<file path="src/hw/rtl/drq_pkg.sv">
// shared types, codes and helpers for the descriptor ring queue
`timescale 1ns / 1ps

package drq_pkg;

  localparam int IDX_W  = 8;
  localparam int CNT_W  = 9;
  localparam int LEN_W  = 4;
  localparam int DATA_W = 64;
  localparam int ADR_W  = 64;
  localparam int QID_W  = 16;
  localparam int CFG_IDX_W = 3;

  // slot storage depth, tied to the 8-bit indices and the 9-bit count
  localparam int RING_DEPTH = 256;

  // operation codes carried in the input kind field
  localparam logic [1:0] KIND_PUSH  = 2'd0;
  localparam logic [1:0] KIND_POP   = 2'd1;
  localparam logic [1:0] KIND_CLEAR = 2'd2;

  // result status codes
  localparam logic [1:0] ST_OK    = 2'd0;
  localparam logic [1:0] ST_SIZE  = 2'd1;
  localparam logic [1:0] ST_FULL  = 2'd2;
  localparam logic [1:0] ST_EMPTY = 2'd3;

  // configuration register indexes
  localparam logic [CFG_IDX_W-1:0] REG_RING_ENTRIES = 3'd0;
  localparam logic [CFG_IDX_W-1:0] REG_DESC_BYTES   = 3'd1;
  localparam logic [CFG_IDX_W-1:0] REG_QUEUE_NUMBER = 3'd2;
  localparam logic [CFG_IDX_W-1:0] REG_RING_BASE    = 3'd3;
  localparam logic [CFG_IDX_W-1:0] REG_HOST_MODE    = 3'd4;
  localparam logic [CFG_IDX_W-1:0] REG_DOORBELL_ON  = 3'd5;

  typedef struct packed {
    logic [CNT_W-1:0] ring_entries;
    logic [LEN_W-1:0] desc_bytes;
    logic [QID_W-1:0] queue_number;
    logic [ADR_W-1:0] ring_base;
    logic             host_mode;
    logic             doorbell_on;
  } cfg_t;

  // storage request for one accepted item
  typedef struct packed {
    logic             wr;
    logic             rd;
    logic [IDX_W-1:0] slot;
  } mem_req_t;

  // result fields known at the decision point (pop data joins later)
  typedef struct packed {
    logic [1:0]       status;
    logic [LEN_W-1:0] moved_bytes;
    logic [ADR_W-1:0] slot_host_address;
    logic             bell_valid;
    logic [QID_W-1:0] bell_queue;
    logic [IDX_W-1:0] bell_index;
    logic [CNT_W-1:0] fill_level;
    logic [CNT_W-1:0] free_slots;
  } result_t;

  // keeps the low nbytes bytes of a descriptor word
  function automatic logic [DATA_W-1:0] byte_mask(input logic [LEN_W-1:0] nbytes);
    logic [DATA_W-1:0] m;
    m = '0;
    for (int b = 0; b < DATA_W / 8; b++) begin
      m[b*8 +: 8] = (LEN_W'(b) < nbytes) ? 8'hFF : 8'h00;
    end
    return m;
  endfunction

endpackage

</file>
<file path="src/hw/rtl/drq_ctrl.sv">
// producer/consumer indices, fill count and per-item decision
`timescale 1ns / 1ps

module drq_ctrl
  import drq_pkg::*;
#(
  parameter int MAX_DESC_BYTES = 8
) (
  input  logic             clk,
  input  logic             rst_n,
  input  cfg_t             cfg,
  input  logic             in_fire,
  input  logic [1:0]       kind,
  input  logic [LEN_W-1:0] length_bytes,
  output mem_req_t         req,
  output result_t          res
);

  localparam int CLAMP = (RING_DEPTH > 511) ? 511 : RING_DEPTH;
  localparam logic [LEN_W-1:0] MAXB = LEN_W'(MAX_DESC_BYTES);

  logic [IDX_W-1:0] wr_idx_r, wr_idx_nxt;
  logic [IDX_W-1:0] rd_idx_r, rd_idx_nxt;
  logic [CNT_W-1:0] cnt_r, cnt_nxt;
  logic [CNT_W-1:0] eff;
  logic             size_ok;
  logic [IDX_W-1:0] wr_adv, rd_adv;
  logic [IDX_W-1:0] slot;
  logic [11:0]      offset;

  function automatic logic [IDX_W-1:0] advance(input logic [IDX_W-1:0] idx,
                                               input logic [CNT_W-1:0] lim);
    logic [CNT_W-1:0] n;
    n = {1'b0, idx} + CNT_W'(1);
    if (n >= lim) n = '0;
    return n[IDX_W-1:0];
  endfunction

  always_comb begin
    if (cfg.ring_entries == '0) begin
      eff = CNT_W'(1);
    end else if (cfg.ring_entries > CNT_W'(CLAMP)) begin
      eff = CNT_W'(CLAMP);
    end else begin
      eff = cfg.ring_entries;
    end
  end

  assign size_ok = (cfg.desc_bytes != '0) && (cfg.desc_bytes <= MAXB) &&
                   (length_bytes == cfg.desc_bytes);
  assign wr_adv  = advance(wr_idx_r, eff);
  assign rd_adv  = advance(rd_idx_r, eff);
  assign slot    = (kind == KIND_POP) ? rd_idx_r : wr_idx_r;
  assign offset  = 12'(slot) * 12'(cfg.desc_bytes);

  always_comb begin
    wr_idx_nxt = wr_idx_r;
    rd_idx_nxt = rd_idx_r;
    cnt_nxt    = cnt_r;
    req        = '0;
    req.slot   = slot;
    res        = '0;
    case (kind)
      KIND_PUSH: begin
        if (!size_ok) begin
          res.status = ST_SIZE;
        end else if (cnt_r >= eff) begin
          res.status = ST_FULL;
        end else begin
          res.slot_host_address = cfg.ring_base + ADR_W'(offset);
          res.moved_bytes       = cfg.desc_bytes;
          req.wr                = !cfg.host_mode;
          wr_idx_nxt            = wr_adv;
          cnt_nxt               = cnt_r + CNT_W'(1);
          if (cfg.doorbell_on) begin
            res.bell_valid = 1'b1;
            res.bell_queue = cfg.queue_number;
            res.bell_index = wr_adv;
          end
        end
      end
      KIND_POP: begin
        if (!size_ok) begin
          res.status = ST_SIZE;
        end else if (cnt_r == '0) begin
          res.status = ST_EMPTY;
        end else begin
          res.slot_host_address = cfg.ring_base + ADR_W'(offset);
          res.moved_bytes       = cfg.desc_bytes;
          req.rd                = !cfg.host_mode;
          rd_idx_nxt            = rd_adv;
          cnt_nxt               = cnt_r - CNT_W'(1);
        end
      end
      KIND_CLEAR: begin
        wr_idx_nxt = '0;
        rd_idx_nxt = '0;
        cnt_nxt    = '0;
      end
      default: begin
      end
    endcase
    res.fill_level = cnt_nxt;
    res.free_slots = (cnt_nxt >= eff) ? '0 : eff - cnt_nxt;
    // storage only moves on an accepted item
    req.wr = req.wr & in_fire;
    req.rd = req.rd & in_fire;
  end

  always_ff @(posedge clk) begin
    if (!rst_n) begin
      wr_idx_r <= '0;
      rd_idx_r <= '0;
      cnt_r    <= '0;
    end else if (in_fire) begin
      wr_idx_r <= wr_idx_nxt;
      rd_idx_r <= rd_idx_nxt;
      cnt_r    <= cnt_nxt;
    end
  end

`ifndef SYNTHESIS
  a_cnt_bound: assert property (@(posedge clk) disable iff (!rst_n)
    cnt_r <= CNT_W'(CLAMP))
    else $error("fill count above ring capacity");

  a_idx_bound: assert property (@(posedge clk) disable iff (!rst_n)
    ({1'b0, wr_idx_r} < CNT_W'(CLAMP)) && ({1'b0, rd_idx_r} < CNT_W'(CLAMP)))
    else $error("ring index beyond storage");

  a_push_count: assert property (@(posedge clk) disable iff (!rst_n)
    (in_fire && kind == KIND_PUSH && res.status == ST_OK)
    |=> cnt_r == $past(cnt_r) + CNT_W'(1))
    else $error("successful push did not raise the fill count");
`endif

endmodule

</file>
<file path="config.mk">
export PLATFORM = sky130hd
export DESIGN_NAME = drq_ctrl
export DESIGN_NICKNAME = d
export VERILOG_FILES = /design/src/hw/rtl/drq_pkg.sv /design/src/hw/rtl/drq_ctrl.sv
export SDC_FILE = /design/constraint.sdc
export NUM_CORES = 1
export LEC_CHECK = 0
export BUFFER_PORTS_ARGS = -buffer_cell sky130_fd_sc_hd__buf_2
export CORE_MARGIN = 10
export CORE_UTILIZATION = 37
export CTS_CLUSTER_DIAMETER = 100
export DETAILED_ROUTE_END_ITERATION = 10
export GPL_ROUTABILITY_DRIVEN = 1
export PLACE_DENSITY = 0.63
export SYNTH_ARGS = -nofsm -noshare
export SYNTH_HDL_FRONTEND = slang
export SYNTH_SLANG_ARGS = --single-unit
</file>
<file path="constraint.sdc">
create_clock -name clk -period 13.5 [get_ports clk]
set_clock_uncertainty 0.05 [all_clocks]
set_input_delay 1.35 -clock clk [delete_from_list [all_inputs] [get_ports clk]]
set_output_delay 1.35 -clock clk [all_outputs]
set_load 0.005 [all_outputs]
</file>
==> summary.txt <==
Outcome
  – Run status: completed

Yosys
  – Synthesized instance count: 857
  – Sequential cell area fraction in the yosys report: approximately 8.5%
  – Mapped Area: around 0.006 sq mm
  – Synth Warn #: 0
  – Area contributors post-synth: ha_1 (13%), dfxtp_1 (8.5%), fa_1 (7.5%)
  – Most used flip-flop cell after synthesis: dfxtp_1
  – Synth top area share: about 13%
  – Syn nets: ~1,000
  – Cell accounting for the most synthesized area: ha_1
  – Count of flip-flops with a built-in enable after synthesis: 0
  – Mux contribution to synthesized area: under 10%
  – Number of distinct library cells after synthesis: between 60 and 70
  – Async set or reset register ratio after synthesis: 0%
  – Synthesized-area fraction occupied by adder cells: roughly a fifth
  – Dominant combinational cell family by area after synthesis: simple AND/OR/NAND/NOR gates
  – Mean instance size in the synthesized netlist: roughly 6.9 sq um
  – Fraction of synthesized cell area in xor and xnor cells: between 9 and 10%
  – Simple-gate share of the synthesized area: 32.7%
  – Compound-cell area share of the yosys netlist: ~18%
  – Flops & latches, synth: 25

Placement
  – Total half-perimeter wirelength after legalization and detailed placement: 17.3 mm
  – Total placed instance area: slightly above 0.007 sq mm
  – Post-placement setup slack: about 4.9 ns
  – IO buf count: ~230
  – Final RePlAce weighted congestion: slightly above 0.9

STA
  – Final cycle utilization of the critical path: between 60 and 70%
  – Final Max Slew Viols: 0
  – Maximum frequency from static timing analysis: 115 MHz
  – Actual transition at the worst max-transition pin: between 1 and 1.5 ns
  – Final critical-path required period: 8.71 ns
  – Setup_tns: 0 ns
  – Worst slew margin relative to its limit: around 27%
  – Setup ws final: roughly 4.8 ns
  – Hold slack final: 0.450 ns
  – Hold violation total from the final report: 0
  – Unrepaired setup endpoints after global routing: false
  – Final setup violation count: 0

Clock tree
  – Cts repair resizes: 0
  – CTS tree: done
  – Max Root-Sink Buffers: 2
  – Clock tree root driver cell: clkbuf_16
  – Post-CTS Setup Bufs: 0
  – Total clock sinks: 25
  – Cts-stage hold buffer count: 0
  – H-tree level count: 1
  – Total CTS buffers: 3
  – Clock-pin slew reported for the worst setup and hold paths after clock tree synthesis: 0.07 ns
  – Worst-Skew Late Latency: around 0.27 ns

Min path
  – Min-delay worst type: register to register

GRT
  – Gr usage total: between 15 and 20%
  – First-pass GRT wire length: roughly 32 mm
  – Global route overflow: 0
  – Antenna violations before repair: 0
  – Number of global-route vias before repair: 6,060
  – Pin count of the biggest net entering global routing: 65

Floorplanning
  – Placement row count: between 40 and 50
  – Die Area: between 0.02 and 0.025 sq mm
  – Die Span X: ~150 um
  – # IOs: approximately 230
  – Starting density of the core: approximately 37%
  – Die height: 146 um
  – Floorplan core area: 0.0157 sq mm

Worst setup path
  – Start-to-end type of the worst setup path: input port to output pin
  – Highest fanout seen on the critical path: 19
  – CP startpoint kind: input port
  – Required arrival time at the worst endpoint: approximately 12 ns
  – Arr. time, crit path: between 7 and 8 ns
  – Endpoint class of the critical path: output pin

Routing
  – Wire length on met2: about 10 mm
  – Wl on met1: ~9.4 mm
  – Routed met3 length: between 1 and 1.5 mm
  – Total via count in the routed design: 6,553
  – Detail-routed via count per cell: a little over 5
  – Routed length per placed instance: 16.2 um
  – Number of antenna-violating nets in the routed design: 0
  – Total wire length after detailed routing: approximately 21 mm
  – Final routed DRC violation total: 0
  – Router iterations before antenna repair: 5
  – First-iteration detailed-routing DRC count: 534
  – Highest routed metal layer: met4

Layout
  – Post-route standard cell area excluding fillers: 0.00723 sq mm
  – Post-layout nets: around 1,200
  – # fillers: 1,689
  – Layout cells sized above 1: between 20 and 25%
  – Most common library cell in the layout ignoring fill and taps: buf_2
  – Number of diodes: 0
  – Relative area change from synthesis to final layout: 22.8%
  – Most frequent cells in the layout: buf_2 (226), nor2_1 (97), nand2_1 (90), inv_1 (85), ha_1 (61)

Power
  – Peak ir drop on the vdd network: between 40 and 50 uV
  – P per Cell Area: about 39 mW/mm^2
  – Static leakage: between 3 and 4 nW

Flow run
  – Number of maximum-capacitance constraint violations: 0
## layout make-up
class	count	area [sq um]	area share, %
multi-input cells	711	4910	67.9
repair buffers	227	1140	15.7
flip-flops and latches	25	500	6.92
inverters	87	327	4.51
well taps	216	270	3.74
clock buffers	3	75.1	1.04
clock inverters	1	7.51	0.104
## worst paths after layout
| check | from | to | slack, ns | cells past startpoint |
|---|---|---|---|---|
| min reg2reg | rd_idx_r[1]$_SDFFE_PN0P_ | rd_idx_r[1]$_SDFFE_PN0P_ | 0.45 | 2 |
| min | rd_idx_r[1]$_SDFFE_PN0P_ | rd_idx_r[1]$_SDFFE_PN0P_ | 0.45 | 2 |
| max reg2reg | cnt_r[0]$_SDFFE_PN0P_ | wr_idx_r[6]$_SDFFE_PN0P_ | 9.64 | 10 |
| max | kind[0] | res[100] | 4.79 | 22 |
## critical path: stages
cell	delay, ns
buf_2	0.30
inv_1	0.19
nor2_1	0.29
mux2i_1	0.34
inv_1	0.13
nand2_1	0.11
fa_1	0.42
fa_1	0.51
fa_1	0.51
inv_1	0.04
ha_1	0.30
nor2b_1	0.19
o21ai_0	0.14
a21boi_1	0.31
o21bai_1	0.14
a21boi_0	0.26
o21a_1	0.21
o211ai_1	0.33
or3_1	0.62
or3_1	0.35
a21oi_1	0.15
buf_2	0.14
## cells in the mapped netlist, types with 4 or more instances
master    count
o21ai_0      32
a21o_1       13
nor4_1        7
nand4_1       8
or2_2         4
a211oi_1      9
nor3_1       21
o21a_1        7
o21bai_1      4
and2_1       36
or3_1        20
dfxtp_1      25
fa_1         22
buf_2         5
a21oi_1      51
xnor2_1      31
mux2_2        6
nand2_1      91
o211ai_1      7
and3_1       35
xor2_1       36
nand2b_1      5
nor2_1       97
a32oi_1       5
nor2b_1      11
nor2_2        8
mux2i_1       7
nand3_1      30
clkbuf_1     26
inv_1        85
a31oi_1       8
ha_1         61
## per-layer routing
layer  vias up  track usage (%)
li1       3321                -
met1      2980             23.7
met2       231             30.3
met3        21             2.78
met4         0             3.35
met5         -                0
## cells by family (layout without fill, tap and decap cells)
group / count (synthesis) / after routing
mux: 14 / 14
fa+ha+maj: 83 / 83
buf+inv: 121 / 318
flops: 25 / 25
xor+xnor: 67 / 67
compound gates: 159 / 159
simple gates: 388 / 388
## sequential cells by signal (all words and copies together) (netlist names)
register,flops
rd_idx_r,8
cnt_r,9
wr_idx_r,8
## where the power goes
| group | switching [W] | leakage [nW] | internal, W | total (W) |
|---|---|---|---|---|
| clock | 0.0000304 | 0.0371 | 0.0000403 | 0.0000707 |
| combinational | 0.0000734 | 3.54 | 0.0000555 | 0.000129 |
| sequential | 0.00000423 | 0.203 | 0.0000752 | 0.0000794 |
## stage by stage
step / utilization [%] / total power (W) / cells
after floorplan: - / 0.000163 / 857
after global placement: 45.5 / 0.000208 / 1266
after detailed placement: 45.5 / 0.000209 / 1266
after CTS: 46.0 / 0.000280 / 1270
after global routing: 46.0 / 0.000300 / 1270
final: 46.0 / 0.000279 / 1270
Power figures use the tool's default switching activity.
